### config.mk
export PLATFORM = sky130hd
export DESIGN_NAME = moesi_queue
export DESIGN_NICKNAME = d
export VERILOG_FILES = /design/src/sv/moesi_pkg.sv /design/src/sv/moesi_queue.sv
export SDC_FILE = /design/constraint.sdc
export NUM_CORES = 1
export LEC_CHECK = 0
export BUFFER_PORTS_ARGS = -buffer_cell sky130_fd_sc_hd__buf_2
export CAP_MARGIN = 0
export CORE_MARGIN = 1
export CORE_UTILIZATION = 41
export CTS_CLUSTER_SIZE = 24
export DETAILED_ROUTE_END_ITERATION = 10
export GPL_TIMING_DRIVEN = 0
export PLACE_DENSITY = 0.67
export SYNTH_ARGS = -nofsm -noshare
export SYNTH_HDL_FRONTEND = slang
export SYNTH_SLANG_ARGS = --single-unit
### constraint.sdc
create_clock -name i_clk -period 2.6 [get_ports i_clk]
set_input_delay 0.52 -clock i_clk [delete_from_list [all_inputs] [get_ports i_clk]]
set_output_delay 0.52 -clock i_clk [all_outputs]
set_load 0.1 [all_outputs]
### src/sv/moesi_pkg.sv
package moesi_pkg;

    // Fixed geometry of the line and the address fields.
    localparam int OFF_W     = 5;
    localparam int TAG_W     = 20;
    localparam int TAG_LSB   = 12;
    localparam int LA_W      = 32 - OFF_W;
    localparam int MAX_SET_W = 12;
    localparam int NWAYS     = 8;
    localparam int WAY_W     = 3;
    localparam int ST_W      = 3;
    localparam int PLRU_W    = 7;

    // Default parameter values.
    localparam int DEF_SETS = 128;

    // Command codes.
    localparam logic [2:0] CMD_CPU_RD  = 3'd0;
    localparam logic [2:0] CMD_CPU_WR  = 3'd1;
    localparam logic [2:0] CMD_SN_RD   = 3'd2;
    localparam logic [2:0] CMD_SN_RDX  = 3'd3;
    localparam logic [2:0] CMD_SN_WR   = 3'd4;

    // Line state codes.
    localparam logic [2:0] ST_I = 3'd0;
    localparam logic [2:0] ST_S = 3'd1;
    localparam logic [2:0] ST_O = 3'd2;
    localparam logic [2:0] ST_E = 3'd3;
    localparam logic [2:0] ST_M = 3'd4;

    // Bus request codes.
    localparam logic [1:0] BUS_NONE = 2'd0;
    localparam logic [1:0] BUS_RD   = 2'd1;
    localparam logic [1:0] BUS_RDX  = 2'd2;
    localparam logic [1:0] BUS_WR   = 2'd3;

    // Tree pseudo-LRU tables.
    localparam logic [6:0] PICK_MASK [7] = '{7'h0B, 7'h0B, 7'h13, 7'h13, 7'h25, 7'h25, 7'h45};
    localparam logic [6:0] PICK_VAL  [7] = '{7'h00, 7'h08, 7'h02, 7'h12, 7'h01, 7'h21, 7'h05};
    localparam logic [6:0] TOUCH_OR  [8] = '{7'h0B, 7'h03, 7'h11, 7'h01,
                                             7'h24, 7'h04, 7'h40, 7'h00};
    localparam logic [6:0] TOUCH_AND [8] = '{7'h7F, 7'h77, 7'h7D, 7'h6D,
                                             7'h7E, 7'h5E, 7'h7A, 7'h3A};

    typedef struct packed {
        logic [2:0]  cmd;
        logic [31:0] address;
        logic [3:0]  requester_id;
        logic        peer_supplied;
    } t_in;

    typedef struct packed {
        logic       hit;
        logic [1:0] bus_request;
        logic [2:0] way_used;
        logic [2:0] new_state;
        logic       victim_owned;
        logic       supply_data;
    } t_out;

    typedef enum logic [2:0] {
        K_NOP,
        K_RD,
        K_WR,
        K_SRD,
        K_SINV
    } t_kind;

    // A classified operation as handed from the front to the back.
    typedef struct packed {
        t_kind                  kind;
        logic [TAG_W-1:0]       tag;
        logic [MAX_SET_W-1:0]   set;
        logic                   peer;
    } t_op;

    // Classify one transaction.
    function automatic t_op mk_op(t_in in, logic [3:0] cid, logic [MAX_SET_W-1:0] set);
        t_op op;
        op.tag  = in.address[TAG_LSB +: TAG_W];
        op.set  = set;
        op.peer = in.peer_supplied;
        if (in.cmd == CMD_CPU_RD) begin
            op.kind = K_RD;
        end else if (in.cmd == CMD_CPU_WR) begin
            op.kind = K_WR;
        end else if (in.requester_id == cid) begin
            op.kind = K_NOP;
        end else if (in.cmd == CMD_SN_RD) begin
            op.kind = K_SRD;
        end else if (in.cmd == CMD_SN_RDX || in.cmd == CMD_SN_WR) begin
            op.kind = K_SINV;
        end else begin
            op.kind = K_NOP;
        end
        return op;
    endfunction

    // Way the tree points to.
    function automatic logic [WAY_W-1:0] plru_pick(logic [PLRU_W-1:0] t);
        logic [WAY_W-1:0] w;
        w = WAY_W'(7);
        for (int i = 6; i >= 0; i--) begin
            if ((t & PICK_MASK[i]) == PICK_VAL[i]) begin
                w = WAY_W'(i);
            end
        end
        return w;
    endfunction

    // Point the tree away from a way just used.
    function automatic logic [PLRU_W-1:0] plru_touch(logic [PLRU_W-1:0] t,
                                                     logic [WAY_W-1:0] w);
        return (t | TOUCH_OR[w]) & TOUCH_AND[w];
    endfunction

endpackage

### src/sv/moesi_queue.sv
module moesi_queue import moesi_pkg::*; (
    input  logic i_clk,
    input  logic i_rst_n,
    input  logic i_push,
    input  t_op  i_op,
    output logic o_full,
    output logic o_nempty,
    input  logic i_pop,
    output t_op  o_op
);

    t_op        r_mem [2];
    logic       r_wp;
    logic       r_rp;
    logic [1:0] r_cnt;

    assign o_full   = (r_cnt == 2'd2);
    assign o_nempty = (r_cnt != 2'd0);
    assign o_op     = r_mem[r_rp];

    // Two-entry queue between the front and the back.
    always_ff @(posedge i_clk) begin
        if (!i_rst_n) begin
            r_wp  <= 1'b0;
            r_rp  <= 1'b0;
            r_cnt <= '0;
        end else begin
            if (i_push) begin
                r_mem[r_wp] <= i_op;
                r_wp <= ~r_wp;
            end
            if (i_pop) begin
                r_rp <= ~r_rp;
            end
            r_cnt <= r_cnt + 2'(i_push) - 2'(i_pop);
        end
    end

endmodule

==> impl_metrics.toml <==
[outcome]
status = "finished, final reports clean"

[timing]
period_needed_ns = 2.12
fmax_ghz = 0.473
setup_viol = 0
finalHoldViolCount = 0
skew_ns = 0.00885
tightestPinTransition_ns = 0.875
min_period_over_period_pct = 81.4
maxSlewHeadroom_pct = 41.7
rsz0062_at_grt = "false"
final-max-slew-violation-count = 0
setup_ws_ns = 0.485

[logic_synthesis]
ys_ff_latch = 77
synth_cell_type_count = 16
yosys-top-cells-count = "72 x edfxtp_1, 30 x mux2_4, 6 x mux2_2, 5 x dfxtp_1, 4 x and2_1"
ys.flop_type = "edfxtp_1"
synth_area_mm2 = 0.00298
syn_avg_cell_area_um2 = 22.3
netlist_instances = 134
synth_edf_count = 72
yosysMostFrequentCell = "edfxtp_1"
synth_sequential_area_ratio_pct = 75.9
synth_fp_nets = 176
synth_top_area_share_pct = 72.5
synth_area_leaders = "edfxtp_1 73%, mux2_4 15%, dfxtp_1 3.4%, mux2_2 2.3%, buf_12 2.0%"
yosys_warnings = 0
synth_top_area_cell = "edfxtp_1"
synth-async-reset-ratio_pct = 0

[drt]
drc_errors = 0
wl_mm = 4.73
wire_per_inst_um = 14.6
ant_nets = 0
num_vias = 1474
first_pass_iters = 4
via_per_inst = 4.55
drt-initial-drc-count = 63

[power_and_ir_drop]
cellLeakagePower_nw = 1.46
power.total_mw = 3.06
cellPowerDensity_mw_per_mm2 = 825
ir_worst_vdd_mv = 0.564

[placement]
place_ws_ns = 0.717
dpl.hpwl_mm = 3.24
portBuffers = 77
gp_congestion = 0.635

[grt]
grtUsageMet2_pct = 22.6
busiest_layer = "met2"
grt_pass1_wl_mm = 7.17
grt_max_degree = 37
grt_pass1_vias = 1487
grt_use_total_pct = 13.2
antenna_found_initial = 0
met3_usage_pct = 5.21
grt_overflow = 0
met1_usage_pct = 14.8

[setup_path]
start_kind = "flop"
end_kind = "output port"
crit_fanout = 10
criticalPathCategory = "flop to output port"
cp_data_arrival_time_ns = 1.60
required_ns = 2.08

[die]
fp.coreArea_mm2 = 0.00691
die_area_mm2 = 0.00762
die_h_um = 87.3
fp.dieW_um = 87.3
pin_count = 78
start_util_pct = 43.2
rows = 30

[clocking]
numCtsBuffers = 9
insertion_delay_ns = 0.34
cts.sinks = 77
cts_tree = "built"
h-tree-depth = 3
cts_setup_buffers = 0
path_clk_slew_ns = 0.09
postCtsHoldBufs = 0
clockRootBuffer = "clkbuf_8"
clockBufferDepth = 2
post_cts_resized = 0

[layout]
nets = 265
antenna_cells = 0
syn2layout_area_growth_pct = 24.5
post_route_cells_drive_above_1_share_pct = 59.6

[hold_path]
hold_class = "input pin to flop"

[run]
drv_cap = 0
-- flip-flops by register name (all words and copies together) (netlist names), named ones only --
name and count:
r_rp 1, r_mem 72, r_wp 1, r_cnt 2
-- report_power, final --
group          internal [mW]  switching, mW  total, mW
combinational          0.188          0.551      0.739
sequential              1.41         0.0195       1.43
clock                  0.446          0.443      0.889
-- cell families after synthesis --
| kind of cell | synth area share (%) |
|---|---|
| adder cells (fa/ha/maj) | 0.839 |
| flip-flops | 75.9 |
| buffers and inverters | 2.64 |
| multiplexers | 17.4 |
| XOR/XNOR | 1.34 |
| AND/OR/NAND/NOR | 1.93 |
-- worst paths after layout --
kind,from,cells past startpoint,slack [ns],endpoint
setup / recovery,flop,4,0.48,o_op[25]
hold / removal,i_op[25],1,0.36,r_mem[1][25]$_DFFE_PP_
setup reg to reg,r_wp$_SDFFE_PN0P_,1,1.01,r_mem[1][24]$_DFFE_PP_
hold reg to reg,r_rp$_SDFFE_PN0P_,2,0.60,r_rp$_SDFFE_PN0P_
-- worst max-delay path, cell delays in order (launching register included) --
cell and delay, ns:
dfxtp_1 0.33, buf_6 0.17, buf_12 0.16, mux2_4 0.30, buf_2 0.29
-- metal layers --
metal | routed length [um] | up-vias
met5 | 0 | -
met4 | 51 | 0
met3 | 245 | 5
met2 | 2480 | 48
met1 | 1950 | 725
li1 | - | 696
-- stage by stage --
step                hold slack, ns  std cells  setup TNS [ns]  utilization [%]  instance area (um^2)
CTS                          0.341        324               0             53.8                  3710
global placement             0.566        307          -34.77             50.5                  3490
global route                 0.328        324               0             53.8                  3710
detailed placement           0.583        308               0             50.9                  3520
finish                       0.357        324               0             53.8                  3710
floorplan                    0.555        134               0                -                  2980
-- cell usage in the layout (no fill, tap or decap), types with 3 or more instances in the layout --
master	n
dfxtp_1	5
edfxtp_1	72
mux2_2	6
buf_2	77
clkinvlp_4	3
buf_12	4
and2_1	4
clkbuf_8	9
mux2_4	30
-- final cells by class --
type                       count  area [um^2]
buffer                         4         71.3
clock buffer                   9          124
clock inverter                 7         73.8
fill                         595         3190
inverter                       2         7.51
multi-input combinational     51          649
sequential                    77         2260
tap                           96          120
timing repair buffer          78          405
No activity file was read; power rests on OpenSTA's default activity.
