[src/sv/moesi_pkg.sv]
package moesi_pkg;

    // Fixed geometry of the line and the address fields.
    localparam int OFF_W     = 5;
    localparam int TAG_W     = 20;
    localparam int TAG_LSB   = 12;
    localparam int LA_W      = 32 - OFF_W;
    localparam int MAX_SET_W = 12;
    localparam int NWAYS     = 8;
    localparam int WAY_W     = 3;
    localparam int ST_W      = 3;
    localparam int PLRU_W    = 7;

    // Default parameter values.
    localparam int DEF_SETS = 128;

    // Command codes.
    localparam logic [2:0] CMD_CPU_RD  = 3'd0;
    localparam logic [2:0] CMD_CPU_WR  = 3'd1;
    localparam logic [2:0] CMD_SN_RD   = 3'd2;
    localparam logic [2:0] CMD_SN_RDX  = 3'd3;
    localparam logic [2:0] CMD_SN_WR   = 3'd4;

    // Line state codes.
    localparam logic [2:0] ST_I = 3'd0;
    localparam logic [2:0] ST_S = 3'd1;
    localparam logic [2:0] ST_O = 3'd2;
    localparam logic [2:0] ST_E = 3'd3;
    localparam logic [2:0] ST_M = 3'd4;

    // Bus request codes.
    localparam logic [1:0] BUS_NONE = 2'd0;
    localparam logic [1:0] BUS_RD   = 2'd1;
    localparam logic [1:0] BUS_RDX  = 2'd2;
    localparam logic [1:0] BUS_WR   = 2'd3;

    // Tree pseudo-LRU tables.
    localparam logic [6:0] PICK_MASK [7] = '{7'h0B, 7'h0B, 7'h13, 7'h13, 7'h25, 7'h25, 7'h45};
    localparam logic [6:0] PICK_VAL  [7] = '{7'h00, 7'h08, 7'h02, 7'h12, 7'h01, 7'h21, 7'h05};
    localparam logic [6:0] TOUCH_OR  [8] = '{7'h0B, 7'h03, 7'h11, 7'h01,
                                             7'h24, 7'h04, 7'h40, 7'h00};
    localparam logic [6:0] TOUCH_AND [8] = '{7'h7F, 7'h77, 7'h7D, 7'h6D,
                                             7'h7E, 7'h5E, 7'h7A, 7'h3A};

    typedef struct packed {
        logic [2:0]  cmd;
        logic [31:0] address;
        logic [3:0]  requester_id;
        logic        peer_supplied;
    } t_in;

    typedef struct packed {
        logic       hit;
        logic [1:0] bus_request;
        logic [2:0] way_used;
        logic [2:0] new_state;
        logic       victim_owned;
        logic       supply_data;
    } t_out;

    typedef enum logic [2:0] {
        K_NOP,
        K_RD,
        K_WR,
        K_SRD,
        K_SINV
    } t_kind;

    // A classified operation as handed from the front to the back.
    typedef struct packed {
        t_kind                  kind;
        logic [TAG_W-1:0]       tag;
        logic [MAX_SET_W-1:0]   set;
        logic                   peer;
    } t_op;

    // Classify one transaction.
    function automatic t_op mk_op(t_in in, logic [3:0] cid, logic [MAX_SET_W-1:0] set);
        t_op op;
        op.tag  = in.address[TAG_LSB +: TAG_W];
        op.set  = set;
        op.peer = in.peer_supplied;
        if (in.cmd == CMD_CPU_RD) begin
            op.kind = K_RD;
        end else if (in.cmd == CMD_CPU_WR) begin
            op.kind = K_WR;
        end else if (in.requester_id == cid) begin
            op.kind = K_NOP;
        end else if (in.cmd == CMD_SN_RD) begin
            op.kind = K_SRD;
        end else if (in.cmd == CMD_SN_RDX || in.cmd == CMD_SN_WR) begin
            op.kind = K_SINV;
        end else begin
            op.kind = K_NOP;
        end
        return op;
    endfunction

    // Way the tree points to.
    function automatic logic [WAY_W-1:0] plru_pick(logic [PLRU_W-1:0] t);
        logic [WAY_W-1:0] w;
        w = WAY_W'(7);
        for (int i = 6; i >= 0; i--) begin
            if ((t & PICK_MASK[i]) == PICK_VAL[i]) begin
                w = WAY_W'(i);
            end
        end
        return w;
    endfunction

    // Point the tree away from a way just used.
    function automatic logic [PLRU_W-1:0] plru_touch(logic [PLRU_W-1:0] t,
                                                     logic [WAY_W-1:0] w);
        return (t | TOUCH_OR[w]) & TOUCH_AND[w];
    endfunction

endpackage

[src/sv/moesi_front.sv]
module moesi_front import moesi_pkg::*; #(
    parameter int SETS = DEF_SETS
) (
    input  logic       i_clk,
    input  logic       i_rst_n,
    input  logic       i_valid,
    output logic       o_ready,
    input  t_in        i_in,
    input  logic [3:0] i_cache_id,
    input  logic       i_clearing,
    input  logic       i_full,
    output logic       o_push,
    output t_op        o_op
);

    localparam int SET_W = (SETS > 1) ? $clog2(SETS) : 1;
    localparam bit POW2  = (SETS == (1 << SET_W));

    generate
        if (POW2) begin : g_pow2
            logic [MAX_SET_W-1:0] set;

            // The set is a plain bit field of the address.
            always_comb begin
                set = '0;
                set[SET_W-1:0] = i_in.address[OFF_W +: SET_W];
            end

            assign o_ready = !i_full && !i_clearing;
            assign o_push  = i_valid && o_ready;
            assign o_op    = mk_op(i_in, i_cache_id, set);
        end else begin : g_mod
            localparam int STEP  = 4;
            localparam int NSTEP = (LA_W + STEP - 1) / STEP;
            localparam int PAD_W = NSTEP * STEP;
            localparam int CNT_W = $clog2(NSTEP + 1);

            logic             r_busy;
            logic [CNT_W-1:0] r_cnt;
            logic [PAD_W-1:0] r_la;
            logic [SET_W-1:0] r_rem;
            t_in              r_item;
            logic [SET_W-1:0] n_rem;
            logic [SET_W:0]   acc;
            logic             done;
            logic [MAX_SET_W-1:0] set;

            // Four remainder steps per cycle, most significant bits first.
            always_comb begin
                acc = '0;
                n_rem = r_rem;
                for (int b = 0; b < STEP; b++) begin
                    acc = {n_rem, r_la[PAD_W-1-b]};
                    if (acc >= (SET_W+1)'(SETS)) begin
                        acc = acc - (SET_W+1)'(SETS);
                    end
                    n_rem = acc[SET_W-1:0];
                end
            end

            assign done = r_busy && (r_cnt == CNT_W'(NSTEP));

            always_comb begin
                set = '0;
                set[SET_W-1:0] = r_rem;
            end

            assign o_ready = !r_busy && !i_clearing;
            assign o_push  = done && !i_full;
            assign o_op    = mk_op(r_item, i_cache_id, set);

            // Item capture and the remainder sequence.
            always_ff @(posedge i_clk) begin
                if (!i_rst_n) begin
                    r_busy <= 1'b0;
                    r_cnt  <= '0;
                end else if (i_valid && o_ready) begin
                    r_busy <= 1'b1;
                    r_cnt  <= '0;
                    r_item <= i_in;
                    r_rem  <= '0;
                    r_la   <= PAD_W'(i_in.address[31:OFF_W]);
                end else if (r_busy && !done) begin
                    r_cnt <= r_cnt + 1'b1;
                    r_rem <= n_rem;
                    r_la  <= r_la << STEP;
                end else if (o_push) begin
                    r_busy <= 1'b0;
                end
            end
        end
    endgenerate

endmodule

[config.mk]
export PLATFORM = sky130hd
export DESIGN_NAME = moesi_front
export DESIGN_NICKNAME = d
export VERILOG_FILES = /design/src/sv/moesi_pkg.sv /design/src/sv/moesi_front.sv
export SDC_FILE = /design/constraint.sdc
export NUM_CORES = 1
export LEC_CHECK = 0
export ABC_AREA = 0
export ABC_CLOCK_PERIOD_IN_PS = 1100
export CORE_AREA = 5 5 42 44
export DETAILED_ROUTE_END_ITERATION = 12
export DIE_AREA = 0 0 47 49
export DONT_BUFFER_PORTS = 1
export REMOVE_ABC_BUFFERS = 1
export SYNTH_ARGS = -nofsm -noshare
export SYNTH_HDL_FRONTEND = slang
export SYNTH_SLANG_ARGS = --single-unit
[constraint.sdc]
create_clock -name vclk -period 1.1
set_input_delay 0.055 -clock vclk [all_inputs]
set_output_delay 0.055 -clock vclk [all_outputs]
set_load 0.05 [all_outputs]
==> results of run 1 <==
[placed cells by master, fill, tap and decap left out]
cell and instances:
buf_12 1, xor2_1 4, nor4_2 1, nor2_1 4
conb_1 5, nand2_1 1, a21boi_1 1, and2_1 1
buf_4 4, o22ai_1 1, a2bb2oi_1 1, nand2b_1 1
inv_1 1
[worst max-delay path, stage by stage]
cell and delay, ns:
xor2_1 0.14, nor4_2 0.39, o22ai_1 0.14, buf_4 0.20
[Yosys cell counts (all sizes together)]
cell type  number  area share
a21boi          1       0.021
a2bb2oi         1       0.025
and2            1       0.018
buf            33        0.69
conb            1       0.011
inv             1       0.011
nand2           1       0.011
nand2b          1       0.018
nor2            4       0.042
nor4            1       0.035
o22ai           1       0.018
xor2            4       0.098
[cell type report]
cell class | instances | area [um^2]
Fill cell | 173 | 1207
Inverter | 1 | 3.754
Multi-Input combinational cell | 20 | 120.1
Tap cell | 16 | 20.02
Timing Repair Buffer | 5 | 50.05
[worst min path at each step]
stage | start | end | depth (start not counted)
3_3_place_gp | i_in[23] | o_op[19] | 0
2_1_floorplan | i_in[0] | o_op[0] | 0
3_5_place_dp | i_in[23] | o_op[19] | 0
6_report | i_in[20] | o_op[16] | 0
4_1_cts | i_in[23] | o_op[19] | 0
5_1_grt | i_in[20] | o_op[16] | 0
[routing by layer]
metal,global-route usage,part of all wire,vias up
li1,-,-,69
met1,0.03696,0.11,74
met2,0.1719,0.43,40
met3,0.2583,0.46,0
met4,0,0,0
met5,0,0,-
[where the power goes]
part           leakage (uW)  switching, uW  internal (uW)
Clock                     0              0              0
Sequential                0              0              0
Combinational     0.0000920           95.6           33.8
Total             0.0000920           95.6           33.8
[through the flow]
stage / total power [uW] / cells / utilization / instance area [um^2]
floorplan: 105.2 / 21 / - / 123.9
global placement: 128.6 / 42 / 0.1384 / 193.9
detailed placement: 129.8 / 42 / 0.1384 / 193.9
CTS: 130.0 / 42 / 0.1384 / 193.9
global route: 134.9 / 42 / 0.1384 / 193.9
finish: 129.4 / 42 / 0.1384 / 193.9
[logic make-up (layout without fill, tap and decap cells)]
group / Yosys count / in the layout / synth area share
buffers and inverters: 34 / 6 / 0.7053
AND/OR/NAND/NOR: 8 / 8 / 0.1228
XOR/XNOR: 4 / 4 / 0.09824
AO/OA/AOI/OAI: 3 / 3 / 0.06318
other: 1 / 5 / 0.01052
==> run_results.csv, run 1 <==
group,metric,value,unit
setup_path,crit_arrival,0.95,ns
global_route,grt_first_pass_wirelength,1642,um
routing,via_count,183,
floorplanning,start_util,0.2545,
setup_path,critPathLaunchType,"input port",
layout,drive_gt1_frac,0.2308,
routing,vias_per_cell,4.357,
routing,wirelength,1571,um
placement,place.gp.congestion,0.6569,
pwr,peakVddDrop,0.1290,mV
setup_path,crit_required,1.04,ns
floorplanning,std_cell_rows,14,
global_route,grt_antenna_before_repair,0,
timing,fmax,1000,MHz
timing,finalSetupViolCount,0,
clock_tree,post_cts_buffers,0,
timing,finalMaxSlewViolations,0,
global_route,grt_pass1_vias,158,
placement,io_buffers,0,
timing,setup_tns,0,ns
floorplanning,pin_count,87,
layout,antenna_cells,0,
setup_path,worst_setup_path_end_kind,"primary output",
clock_tree,cts_resized,0,
layout,seq_cells,0,
routing,drt_iter0_drc,1,
job,cap_violations,0,
yosys,ys_warn_count,0,
setup_path,critPathLaunch,"i_cache_id[1]",
floorplanning,die_x,47,um
floorplanning,dieArea,2303,um^2
timing,period_needed,1.000,ns
timing,finalCritPeriodShare,0.9091,
layout,clock_buffers,0,
floorplanning,die_y,49,um
layout,syn_to_final_growth,-45.61,%
global_route,grt_start_max_net_pins,6,
global_route,grt_usage,0.1144,
pwr,leakage,0.00009199,uW
outcome,status,"finished clean",
timing,grt_setup_unrepaired,"no",
placement,dp_hpwl,1551,um
timing,hold_ws,0.1104,ns
routing,avgRoutedWirePerCell,37.40,um
yosys,postSynthCellCount,50,
clock_tree,ctsHoldBuffers,0,
yosys,syn_area,356.6,um^2
yosys,yosysSeqAreaShare,0,
layout,fin_nets,77,
yosys,syn_area_per_cell,7.132,um^2
global_route,overflow,0,
routing,drt_first_pass_iters,2,
pwr,power.density,667.3,nW/um^2
setup_path,endpoint,"o_op[34]",
floorplanning,core,1401,um^2
yosys,ys_types,12,
routing,drc_errors,0,
setup_path,crit_type,"input port to primary output",
min_path,hold_path.class,"input port to primary output",
routing,ant_nets,0,
layout,seq_area,0,um^2
placement,dp_slack,0.07010,ns
timing,layout_setup_ws,0.09997,ns
timing,finalHoldViolCount,0,
setup_path,cp_max_fo,3,
Note: power is estimated with default switching activity, not from simulation.
==> run 2: changes to the inputs <==
- PLACE_DENSITY: not set -> 0.41
==> run 2 against run 1 <==
Worst hold slack barely moved. Global-route usage rose by 0.49 points. Via count fell by 3.3%. First-iteration DRC count fell by 100%. Combinational power barely moved. Critical path depth did not move. Non-clock buffer count did not move. Die area did not move. Flip-flop and latch count did not move. Clock-buffer cell count did not move. Highest routed layer unchanged.
==> run_results.csv, run 2 (synthesis gave the netlist of run 1 again) <==
group,metric,value,unit
outcome,status,"finished clean",
pwr,switching_share,0.7411,
floorplanning,core,1401,um^2
pwr,seqPwrFrac,0,
routing,drt_iter0_drc,0,
floorplanning,pin_count,87,
pwr,combPwrFrac,1.000,
pwr,peakVddDrop,0.1791,mV
floorplanning,std_cell_rows,14,
pwr,total_power,130.6,uW
min_path,hold_path.class,"input port to primary output",
placement,placed_cell_area,193.9,um^2
pwr,switchingPower,96.83,uW
global_route,overflow,0,
timing,finalCritPeriodShare,0.9121,
routing,drc_errors,0,
timing,fmax,996.6,MHz
setup_path,endpoint,"o_op[34]",
floorplanning,start_util,0.2545,
job,cap_violations,0,
floorplanning,dieArea,2303,um^2
routing,vias_per_cell,4.214,
floorplanning,die_x,47,um
setup_path,crit_required,1.04,ns
timing,period_needed,1.003,ns
layout,drive_gt1_frac,0.2308,
layout,fill_cells,174,
global_route,grt_first_pass_wirelength,1738,um
setup_path,crit_type,"input port to primary output",
global_route,grt_pass1_vias,175,
layout,fin_nets,77,
layout,final_core_util,0.1384,
pwr,internal-power,33.82,uW
global_route,grt_antenna_before_repair,0,
routing,topRoutingLayerUsed,"met3",
setup_path,critPathLaunch,"i_cache_id[1]",
pwr,power.density,673.7,nW/um^2
setup_path,cp_max_fo,3,
placement,io_buffers,0,
layout,syn_to_final_growth,-45.61,%
routing,wl_met2,589,um
layout,seq_area,0,um^2
global_route,grt_usage,0.1193,
pwr,leakage,0.00009199,uW
routing,wirelength,1599,um
clock_tree,post_cts_buffers,0,
routing,ant_nets,0,
placement,place.gp.congestion,0.7596,
timing,setup_tns,0,ns
routing,drt_first_pass_iters,1,
layout,final_area,193.9,um^2
routing,avgRoutedWirePerCell,38.07,um
routing,via_count,177,
layout,multi_input_area,120.1,um^2
layout,antenna_cells,0,
routing,wl_met1,277,um
setup_path,crit_arrival,0.95,ns
setup_path,crit_chain,"xor2_1, nor4_2, o22ai_1, buf_4",
floorplanning,die_y,49,um
timing,finalHoldViolCount,0,
setup_path,slowest_delay,0.39,ns
clock_tree,ctsHoldBuffers,0,
timing,hold_ws,0.1105,ns
routing,routed-wl-met3,732,um
pwr,pwr-share-clk,0,
layout,seq_cells,0,
placement,dp_hpwl,1539,um
setup_path,cp_slowest_cell,"nor4_2",
setup_path,worst_setup_path_end_kind,"primary output",
timing,finalSetupViolCount,0,
timing,finalMaxSlewViolations,0,
setup_path,critPathLaunchType,"input port",
layout,clock_buffers,0,
layout,mostFrequentLayoutCell,"conb_1",
timing,grt_setup_unrepaired,"no",
clock_tree,cts_resized,0,
layout,layout_common_cells,"5 x conb_1, 4 x xor2_1, 4 x nor2_1, 4 x buf_4",
global_route,grt_start_max_net_pins,6,
==> run 2: metrics by stage <==
stage / std cells / setup slack (ns)
CTS: 42 / 0.08359
global placement: 42 / 0.09683
global route: 42 / 0.04029
finish: 42 / 0.09664
floorplan: 21 / -0.2252
detailed placement: 42 / 0.08359
==> run 2: how the worst min path moves through the flow <==
stage / slack, ns / start / cells past startpoint / endpoint
after global placement: 0.11 / i_in[35] / 0 / o_op[31]
final: 0.11 / i_in[24] / 0 / o_op[20]
after floorplan: 0.11 / i_in[0] / 0 / o_op[0]
after global routing: 0.11 / i_in[35] / 0 / o_op[31]
after detailed placement: 0.11 / i_in[35] / 0 / o_op[31]
after CTS: 0.11 / i_in[35] / 0 / o_op[31]
==> run 2: final cells by class <==
cell class | instances | share of cell area
Inverter | 1 | 0.01935
Multi-Input combinational cell | 20 | 0.6194
Tap cell | 16 | 0.1032
Timing Repair Buffer | 5 | 0.2581
==> run 2: power groups by stage <==
stage	registers, uW	clock network [uW]	logic [uW]
final	0	0	131
after global routing	0	0	137
after CTS	0	0	131
after detailed placement	0	0	131
after floorplan	0	0	105
after global placement	0	0	130
==> run 2: metal layers <==
metal,track usage,vias up
li1,-,69
met1,0.08913,62
met2,0.1448,46
met3,0.2399,0
met4,0,0
met5,0,-
==> run 2: worst max-delay path, delay by kind of cell <==
kind / cells / cell delay, ns
AND/OR/NAND/NOR: 1 / 0.39
AO/OA/AOI/OAI: 1 / 0.15
XOR/XNOR: 1 / 0.15
buffers and inverters: 1 / 0.20
==> run 3: changes to the inputs <==
- PLACE_DENSITY: 0.41 -> 0.45
==> run 3 against run 2 <==
Worst hold slack is essentially flat. Non-clock buffer count is the same. Combinational power is essentially flat. Maximum frequency grew 2.2%. Critical path depth is the same. Power shrank 0.66%. Setup slack gained 0.021 ns. Global-route usage shrank 0.35 points. Cell area is the same. Critical path type unchanged. Largest cell class unchanged.
==> run_results.csv, run 3 (synthesis gave the netlist of run 1 again) <==
group,metric,value,unit
setup_path,worst_setup_path_end_kind,"primary output",
timing,finalHoldViolCount,0,
pwr,leakage,0.00009199,uW
routing,wirelength,1525,um
clock_tree,post_cts_buffers,0,
routing,drt_first_pass_iters,1,
global_route,grt_antenna_before_repair,0,
floorplanning,die_x,47,um
clock_tree,cts_resized,0,
routing,drt_iter0_drc,0,
timing,finalSetupViolCount,0,
layout,antenna_cells,0,
job,cap_violations,0,
global_route,grt_start_max_net_pins,6,
timing,fmax,1018,MHz
layout,fill_cells,171,
timing,hold_ws,0.1103,ns
floorplanning,std_cell_rows,14,
routing,drc_errors,0,
layout,final_core_util,0.1384,
min_path,hold_path.class,"input port to primary output",
floorplanning,dieArea,2303,um^2
timing,period_needed,0.9819,ns
routing,via_count,184,
layout,clock_buffers,0,
global_route,grt_usage,0.1158,
routing,avgRoutedWirePerCell,36.31,um
layout,layout_common_cells,"5 x conb_1, 4 x xor2_1, 4 x nor2_1, 4 x buf_4",
floorplanning,start_util,0.2545,
pwr,peakVddDrop,0.09773,mV
timing,layout_setup_ws,0.1181,ns
setup_path,cp_max_fo,3,
layout,seq_cells,0,
timing,finalCritPeriodShare,0.8926,
setup_path,crit_arrival,0.93,ns
setup_path,critPathLaunchType,"input port",
placement,io_buffers,0,
routing,ant_nets,0,
clock_tree,ctsHoldBuffers,0,
timing,grt_setup_unrepaired,"no",
layout,multi_input_area,120.1,um^2
pwr,power.density,669.2,nW/um^2
placement,place.gp.congestion,0.6365,
setup_path,crit_type,"input port to primary output",
layout,seq_area,0,um^2
global_route,overflow,0,
global_route,grt_pass1_vias,163,
routing,vias_per_cell,4.381,
floorplanning,die_y,49,um
layout,fin_nets,77,
timing,finalMaxSlewViolations,0,
min_path,whs_path_depth,0,
layout,syn_to_final_growth,-45.61,%
layout,drive_gt1_frac,0.2308,
placement,dp_slack,0.08154,ns
floorplanning,pin_count,87,
setup_path,crit_required,1.04,ns
global_route,grt_first_pass_wirelength,1676,um
outcome,status,"finished clean",
layout,mostFrequentLayoutCell,"conb_1",
floorplanning,core,1401,um^2
## run 3: cell counts in the layout (fill, tap and decap cells not counted)
No cell type changed its count.
## run 3: critical path, cell delays in order
cell	delay, ns
xor2_1	0.14
nor4_2	0.38
o22ai_1	0.14
buf_4	0.20
## run 3: per-layer routing
metal | up-vias | share of wire | track usage
li1 | 69 | - | -
met1 | 68 | 0.13 | 0.06087
met3 | 0 | 0.49 | 0.2583
met2 | 47 | 0.38 | 0.1493
met5 | - | 0 | 0.02857
met4 | 0 | 0 | 0
## run 3: final timing paths
kind                          start       end
worst max-delay path  i_cache_id[1]  o_op[34]
worst min-delay path       i_in[23]  o_op[19]
## run 3: layout make-up
class	count	area share
Multi-Input combinational cell	20	0.6194
Timing Repair Buffer	5	0.2581
Tap cell	16	0.1032
Inverter	1	0.01935
## run 3: stage by stage
step                      cell area (um^2)  power, uW  TNS (ns)  std cells
final                                193.9      129.8         0         42
after detailed placement             193.9      130.3         0         42
after floorplan                      123.9      105.2   -0.2795         21
after CTS                            193.9      130.4         0         42
after global placement               193.9      130.1         0         42
after global routing                 193.9      135.7         0         42
## run 3: report_power, final
group / switching (uW) / leakage, uW / internal, uW
clock network: 0 / 0 / 0
registers: 0 / 0 / 0
logic: 96.0 / 0.0000920 / 33.8
total: 96.0 / 0.0000920 / 33.8
